===== config.mk =====
export PLATFORM = sky130hd
export DESIGN_NAME = integer_to_ascii_formatter_unit
export DESIGN_NICKNAME = d
export VERILOG_FILES = /design/src/hw/rtl/itoa_pkg.sv /design/src/hw/rtl/integer_to_ascii_formatter_unit.sv /design/src/hw/rtl/itoa_cell.sv /design/src/hw/rtl/itoa_ser.sv
export SDC_FILE = /design/constraint.sdc
export NUM_CORES = 2
export LEC_CHECK = 0
export BUFFER_PORTS_ARGS = -buffer_cell sky130_fd_sc_hd__buf_2
export CAP_MARGIN = 30
export CORE_MARGIN = 4
export CORE_UTILIZATION = 45
export CTS_BUF_LIST = sky130_fd_sc_hd__clkbuf_4 sky130_fd_sc_hd__clkbuf_8 sky130_fd_sc_hd__clkbuf_16
export DETAILED_ROUTE_END_ITERATION = 8
export GPL_ROUTABILITY_DRIVEN = 0
export PLACE_DENSITY = 0.58
export SLEW_MARGIN = 20
export SYNTH_ARGS = -nofsm -noshare
export SYNTH_HDL_FRONTEND = slang
export SYNTH_HIERARCHICAL = 1
export SYNTH_SLANG_ARGS = --single-unit

===== constraint.sdc =====
create_clock -name clk_i -period 63.2 [get_ports clk_i]
set_input_delay 3.16 -clock clk_i [delete_from_list [all_inputs] [get_ports clk_i]]
set_output_delay 3.16 -clock clk_i [all_outputs]
set_load 0.05 [all_outputs]

===== src/hw/rtl/itoa_pkg.sv =====
// shared types, format codes and character constants of the integer to ascii formatter
package itoa_pkg;

  localparam int unsigned NUM_DIGITS = 10;
  localparam int unsigned IDX_W      = 4;

  localparam logic [1:0] FMT_HEX_LOWER    = 2'd0;
  localparam logic [1:0] FMT_HEX_UPPER    = 2'd1;
  localparam logic [1:0] FMT_DEC_UNSIGNED = 2'd2;
  localparam logic [1:0] FMT_DEC_SIGNED   = 2'd3;

  localparam logic [6:0] CH_ZERO  = 7'h30;
  localparam logic [6:0] CH_UPPER = 7'h41;
  localparam logic [6:0] CH_LOWER = 7'h61;
  localparam logic [6:0] CH_X     = 7'h78;
  localparam logic [6:0] CH_MINUS = 7'h2d;

  typedef struct packed {
    logic [31:0] value;
    logic [1:0]  req_type;
  } itoa_req_t;

  typedef struct packed {
    logic [6:0] char_code;
    logic       last_char;
  } itoa_res_t;

  // item state handed from cell to cell
  typedef struct packed {
    logic [1:0]                  fmt;
    logic                        neg;
    logic [31:0]                 rem;
    logic [NUM_DIGITS-1:0][3:0]  digits;
    logic                        started;
    logic [IDX_W-1:0]            first;
  } itoa_pipe_t;

  typedef struct packed {
    logic active;
    logic last;
  } itoa_ser_stat_t;

  // power of ten weighting digit position k, position 0 most significant
  function automatic logic [35:0] pow10(input int unsigned k);
    logic [35:0] p;
    p = 36'd1;
    for (int unsigned i = k + 1; i < NUM_DIGITS; i++) begin
      p = 36'(p * 36'd10);
    end
    return p;
  endfunction

endpackage


===== src/hw/rtl/integer_to_ascii_formatter_unit.sv =====
// top level: input stage, chain of ten digit cells and character serializer
// path: an item is registered in the input stage and in each digit cell, then loaded into the serializer
// throughput: one character per cycle; an item of 1 to 11 characters occupies the serializer
// until its last character, and the ten-cell chain takes a new item every cycle while it flows
// busy rises only while a finished item waits at the chain end for the serializer
// reset clears all valid bits and the serializer; items still in flight are discarded
module integer_to_ascii_formatter_unit (
  input  logic                clk_i,
  input  logic                rst_ni,
  input  logic                start,
  output logic                busy,
  input  itoa_pkg::itoa_req_t req_i,
  output logic                valid_o,
  output itoa_pkg::itoa_res_t res_o
);

  localparam int unsigned N = itoa_pkg::NUM_DIGITS;

  logic                     v0_q;
  itoa_pkg::itoa_pipe_t     p0_q, p0_d;
  logic [N:0]               vld;
  itoa_pkg::itoa_pipe_t     pipe [N+1];
  itoa_pkg::itoa_ser_stat_t stat;
  logic                     adv, stall, load, in_neg;

  assign stall = vld[N] && stat.active && !stat.last;
  assign adv   = !stall;
  assign busy  = stall;
  assign load  = vld[N] && adv;

  assign in_neg = (req_i.req_type == itoa_pkg::FMT_DEC_SIGNED) && req_i.value[31];

  always_comb begin
    p0_d         = '0;
    p0_d.fmt     = req_i.req_type;
    p0_d.neg     = in_neg;
    p0_d.rem     = in_neg ? 32'(32'd0 - req_i.value) : req_i.value;
    p0_d.started = 1'b0;
  end

  always_ff @(posedge clk_i or negedge rst_ni) begin
    if (!rst_ni) begin
      v0_q <= 1'b0;
    end else if (adv) begin
      v0_q <= start;
    end
  end

  always_ff @(posedge clk_i) begin
    if (adv) begin
      p0_q <= p0_d;
    end
  end

  assign vld[0]  = v0_q;
  assign pipe[0] = p0_q;

  for (genvar k = 0; k < N; k++) begin : g_cell
    itoa_cell #(
      .K(k)
    ) u_cell (
      .clk_i  (clk_i),
      .rst_ni (rst_ni),
      .adv_i  (adv),
      .valid_i(vld[k]),
      .pipe_i (pipe[k]),
      .valid_o(vld[k+1]),
      .pipe_o (pipe[k+1])
    );
  end

  itoa_ser u_ser (
    .clk_i  (clk_i),
    .rst_ni (rst_ni),
    .load_i (load),
    .pipe_i (pipe[N]),
    .valid_o(valid_o),
    .res_o  (res_o),
    .stat_o (stat)
  );

endmodule


===== src/hw/rtl/itoa_cell.sv =====
// one digit cell: extracts the digit of its position and registers the item for the next cell
module itoa_cell #(
  parameter int unsigned K = 0
) (
  input  logic                 clk_i,
  input  logic                 rst_ni,
  input  logic                 adv_i,
  input  logic                 valid_i,
  input  itoa_pkg::itoa_pipe_t pipe_i,
  output logic                 valid_o,
  output itoa_pkg::itoa_pipe_t pipe_o
);

  localparam logic [35:0] Pow    = itoa_pkg::pow10(K);
  localparam bit          HasHex = (K >= 2);
  localparam int unsigned HexSh  = HasHex ? 4 * (itoa_pkg::NUM_DIGITS - 1 - K) : 0;

  logic                 valid_q;
  itoa_pkg::itoa_pipe_t pipe_q, pipe_d;
  logic [35:0]          rem_w, dec_sub;
  logic [3:0]           dec_d, digit;
  logic                 is_hex;

  assign rem_w  = {4'b0, pipe_i.rem};
  assign is_hex = (pipe_i.fmt == itoa_pkg::FMT_HEX_LOWER) ||
                  (pipe_i.fmt == itoa_pkg::FMT_HEX_UPPER);

  always_comb begin
    dec_d   = 4'd0;
    dec_sub = 36'd0;
    for (int unsigned m = 1; m < 10; m++) begin
      if (rem_w >= 36'(36'(m) * Pow)) begin
        dec_d   = 4'(m);
        dec_sub = 36'(36'(m) * Pow);
      end
    end
  end

  always_comb begin
    pipe_d = pipe_i;
    if (is_hex) begin
      digit = HasHex ? pipe_i.rem[HexSh +: 4] : 4'd0;
    end else begin
      digit      = dec_d;
      pipe_d.rem = 32'(rem_w - dec_sub);
    end
    pipe_d.digits[K] = digit;
    if (!pipe_i.started && ((digit != 4'd0) || (K == itoa_pkg::NUM_DIGITS - 1))) begin
      pipe_d.started = 1'b1;
      pipe_d.first   = itoa_pkg::IDX_W'(K);
    end
  end

  always_ff @(posedge clk_i or negedge rst_ni) begin
    if (!rst_ni) begin
      valid_q <= 1'b0;
    end else if (adv_i) begin
      valid_q <= valid_i;
    end
  end

  always_ff @(posedge clk_i) begin
    if (adv_i) begin
      pipe_q <= pipe_d;
    end
  end

  assign valid_o = valid_q;
  assign pipe_o  = pipe_q;

endmodule


===== src/hw/rtl/itoa_ser.sv =====
// character serializer: emits prefix and significant digits one per cycle
module itoa_ser (
  input  logic                     clk_i,
  input  logic                     rst_ni,
  input  logic                     load_i,
  input  itoa_pkg::itoa_pipe_t     pipe_i,
  output logic                     valid_o,
  output itoa_pkg::itoa_res_t      res_o,
  output itoa_pkg::itoa_ser_stat_t stat_o
);

  logic                                     act_q, act_d;
  logic [1:0]                               pcnt_q, pcnt_d;
  logic [itoa_pkg::IDX_W-1:0]               idx_q, idx_d;
  logic [itoa_pkg::NUM_DIGITS-1:0][3:0]     digits_q;
  logic                                     hex_q, upper_q;
  logic                                     last;
  logic [3:0]                               dig;
  logic [6:0]                               pfx_char, dig_char;
  logic                                     ld_hex;

  assign ld_hex = (pipe_i.fmt == itoa_pkg::FMT_HEX_LOWER) ||
                  (pipe_i.fmt == itoa_pkg::FMT_HEX_UPPER);

  assign last = act_q && (pcnt_q == 2'd0) &&
                (idx_q == itoa_pkg::IDX_W'(itoa_pkg::NUM_DIGITS - 1));
  assign dig  = digits_q[idx_q];

  always_comb begin
    if (hex_q) begin
      pfx_char = (pcnt_q == 2'd2) ? itoa_pkg::CH_ZERO : itoa_pkg::CH_X;
    end else begin
      pfx_char = itoa_pkg::CH_MINUS;
    end
    if (dig <= 4'd9) begin
      dig_char = 7'(itoa_pkg::CH_ZERO + {3'b0, dig});
    end else begin
      dig_char = 7'((upper_q ? itoa_pkg::CH_UPPER : itoa_pkg::CH_LOWER) + {3'b0, dig} - 7'd10);
    end
  end

  always_comb begin
    act_d  = act_q;
    pcnt_d = pcnt_q;
    idx_d  = idx_q;
    if (load_i) begin
      act_d  = 1'b1;
      pcnt_d = ld_hex ? 2'd2 : (pipe_i.neg ? 2'd1 : 2'd0);
      idx_d  = pipe_i.first;
    end else if (act_q) begin
      if (last) begin
        act_d = 1'b0;
      end else if (pcnt_q != 2'd0) begin
        pcnt_d = pcnt_q - 2'd1;
      end else begin
        idx_d = idx_q + itoa_pkg::IDX_W'(1);
      end
    end
  end

  always_ff @(posedge clk_i or negedge rst_ni) begin
    if (!rst_ni) begin
      act_q <= 1'b0;
    end else begin
      act_q <= act_d;
    end
  end

  always_ff @(posedge clk_i) begin
    pcnt_q <= pcnt_d;
    idx_q  <= idx_d;
    if (load_i) begin
      digits_q <= pipe_i.digits;
      hex_q    <= ld_hex;
      upper_q  <= (pipe_i.fmt == itoa_pkg::FMT_HEX_UPPER);
    end
  end

  assign valid_o         = act_q;
  assign res_o.char_code = (pcnt_q != 2'd0) ? pfx_char : dig_char;
  assign res_o.last_char = last;
  assign stat_o.active   = act_q;
  assign stat_o.last     = last;

endmodule


==> out/summary.log <==
[outcome] run status finished, final reports clean
[die] Placement Rows 107
[worst_setup_path] Worst setup SP type flop
[pwr] Pwr Density 61.6 nW/um2
[sta] Final Cycle Share 11.0%
[worst_setup_path] required time of the critical path 60.04 ns
[route] DRC violations left 0
[finish] final-stage net count 3587
[clock_tree] level count of the clock H-tree 3
[sta] number of endpoints with negative hold slack in the final report 0
[grt] total routing resource utilization after global routing 19.3%
[sta] final critical-path required period 6.97 ns
[die] core outline area 85300 um2
[finish] final instance area 42400 um2
[route] Iter 0 DRT Violations 2258
[grt] vias in the first global route 26.0k
[grt] GR met3 Demand/Resource 2.92%
[clock_tree] clock insertion delay at the later pin of the skew report 0.63 ns
[die] Die Wd 301 um
[synthesis] cell count after synthesis 3402
[die] number of placed I/O pins 47
[finish] Layout area overhead 9.65%
[finish] commonest cells after routing, fill and taps aside 669 x sky130_fd_sc_hd__edfxtp_1, 238 x sky130_fd_sc_hd__nor2_1, 231 x sky130_fd_sc_hd__nand2_1
[clock_tree] clock transition time at the flip-flop clock pins of the worst setup and hold paths 0.06 ns
[flow_run] Maximum Capacitance Violations 0
[synthesis] Yosys warning total 6
[die] Die Area 90700 um2
[route] number of iterations in the first detailed-routing pass 5
[finish] layout filler cell count 7544
[clock_tree] number of buffers added to fix hold violations after cts 0
[sta] Pins Over Slew Limit 0
[grt] total overflow reported by the global router 0
[sta] setup violators final 0
[die] starting density of the core 45.4%
[route] Final Routed Wirelength 90000 um
[clock_tree] clock tree from TritonCTS yes
[grt] largest net degree at the start of global routing 84
[hold_path] Tightest Hold Check Type reg -> reg
[finish] commonest non-fill, non-tap cell in the layout sky130_fd_sc_hd__edfxtp_1
[place] HPWL reported at the end of detailed placement 65500 um
[clock_tree] number of buffers on the longest clock path 3
[pwr] leakage power 15.1 nW
[worst_setup_path] reg2reg path depth 15
[grt] first-pass GRT wire length 142000 um
[grt] met2 Use GR 32.7%
[finish] share of cells above drive strength 1 11.5%
[pwr] maximum vdd ir drop 0.0000351 V
[synthesis] syn_area_per_cell 11.4 um2
[route] DR vias/cell 5.96
[die] height of the chip 301 um
[worst_setup_path] WS Path Type reg -> out
[grt] layer carrying the most global-route usage met2
[sta] Worst Clk Skew 0.0395 ns
[grt] number of antenna violations at the first check in global routing 3
[place] standard cell area after detailed placement 39800 um2
[worst_setup_path] WP data arrival 3.81 ns
[sta] Worst Tran Pin Value 0.934 ns
[route] number of nets with antenna violations after routing 0
[route] total number of vias 27.5k
[sta] setup repair after global routing missed its margin false
[worst_setup_path] largest driver fanout on the critical path 12
[sta] summed negative setup slack over all endpoints 0 ns
[clock_tree] Clock Sink Count 681
[sta] Max-Slew Margin vs Limit 37.2%
[route] Routed WL per cell 19.5 um
[place] count of input and output buffers 46
[clock_tree] count of cells resized by post-cts repair 0
[hold_path] Cells on Worst Hold Path 0
[worst_setup_path] Critical Path Sink Type output port
[synthesis] mapped cell area 38700 um2
[sta] max frequency 0.143 GHz
[clock_tree] clock root buffer master sky130_fd_sc_hd__clkbuf_16
[clock_tree] TritonCTS Buffers 75
[clock_tree] number of buffers inserted to repair setup after CTS 0
[grt] met1 Use GR 26.1%
[finish] core occupancy in the finished layout 49.7%
## worst max-delay path, cell delays in order (launching register included)
cell and delay (ns):
sky130_fd_sc_hd__edfxtp_1 0.67, sky130_fd_sc_hd__buf_8 0.23, sky130_fd_sc_hd__mux4_2 0.50, sky130_fd_sc_hd__or2_4 0.26
sky130_fd_sc_hd__a31oi_4 0.19, sky130_fd_sc_hd__inv_2 0.08, sky130_fd_sc_hd__ha_1 0.22, sky130_fd_sc_hd__o22a_1 0.20
sky130_fd_sc_hd__o21ai_0 0.13, sky130_fd_sc_hd__and2_1 0.27, sky130_fd_sc_hd__a21o_1 0.15, sky130_fd_sc_hd__buf_2 0.26
## worst paths after layout
check	from	to	slack, ns
worst min register to register	g_cell[2].u_cell/pipe_o[11]	g_cell[3].u_cell/pipe_o[11]	0.39
worst min-delay path	g_cell[2].u_cell/pipe_o[11]	g_cell[3].u_cell/pipe_o[11]	0.39
worst max-delay path	u_ser/idx_q[0]	res_o[7]	56.23
max in group asynchronous	rst_ni	g_cell[2].u_cell/valid_o	60.59
worst max register to register	g_cell[1].u_cell/pipe_o[74]	g_cell[2].u_cell/pipe_o[70]	57.69
min in group asynchronous	rst_ni	g_cell[3].u_cell/valid_o	2.39
## metrics by stage
| stage | hold slack (ns) | setup slack (ns) | total power, W | std cells |
|---|---|---|---|---|
| final | 0.387 | 56.23 | 0.00261 | 4607 |
| after global routing | 0.402 | 56.04 | 0.00279 | 4607 |
| after CTS | 0.381 | 55.99 | 0.00261 | 4599 |
| after detailed placement | 0.405 | 56.70 | 0.00218 | 4465 |
| after global placement | 0.401 | 56.78 | 0.00214 | 4463 |
| after floorplan | 0.400 | 38.05 | 0.00207 | 3407 |
## registers in the layout, summed over array words and instances (netlist names)
signal                 cells
g_cell.u_cell/pipe_o     586
g_cell.u_cell/valid_o     10
p0_q                      35
u_ser/digits_q            40
u_ser/hex_q                1
u_ser/idx_q                4
u_ser/pcnt_q               2
u_ser/upper_q              1
u_ser/valid_o              1
v0_q                       1
## report_power, final
group	internal (W)	total [W]	switching [W]
logic	0.000433	0.00107	0.000636
clock network	0.000245	0.000424	0.000179
registers	0.000872	0.00112	0.000247
total	0.00155	0.00261	0.00106
## routing by layer
layer	share of wire (%)	wire [um]	vias to the layer above
met2	48	43500	883
met3	5.3	4750	159
li1	-	-	13100
met5	0	0	-
met4	2.4	2120	0
met1	44	39600	13400
## layout make-up
cell class | instances | area, um2 | area share [%]
timing repair buffer | 69 | 518 | 1.22
sequential | 681 | 20400 | 48.1
clock buffer | 89 | 1980 | 4.67
tap | 1144 | 1430 | 3.37
antenna | 2 | 5.00 | 0.0118
multi-input combinational | 2457 | 17100 | 40.4
clock inverter | 45 | 490 | 1.16
inverter | 120 | 450 | 1.06
(Power assumes the default switching activity.)
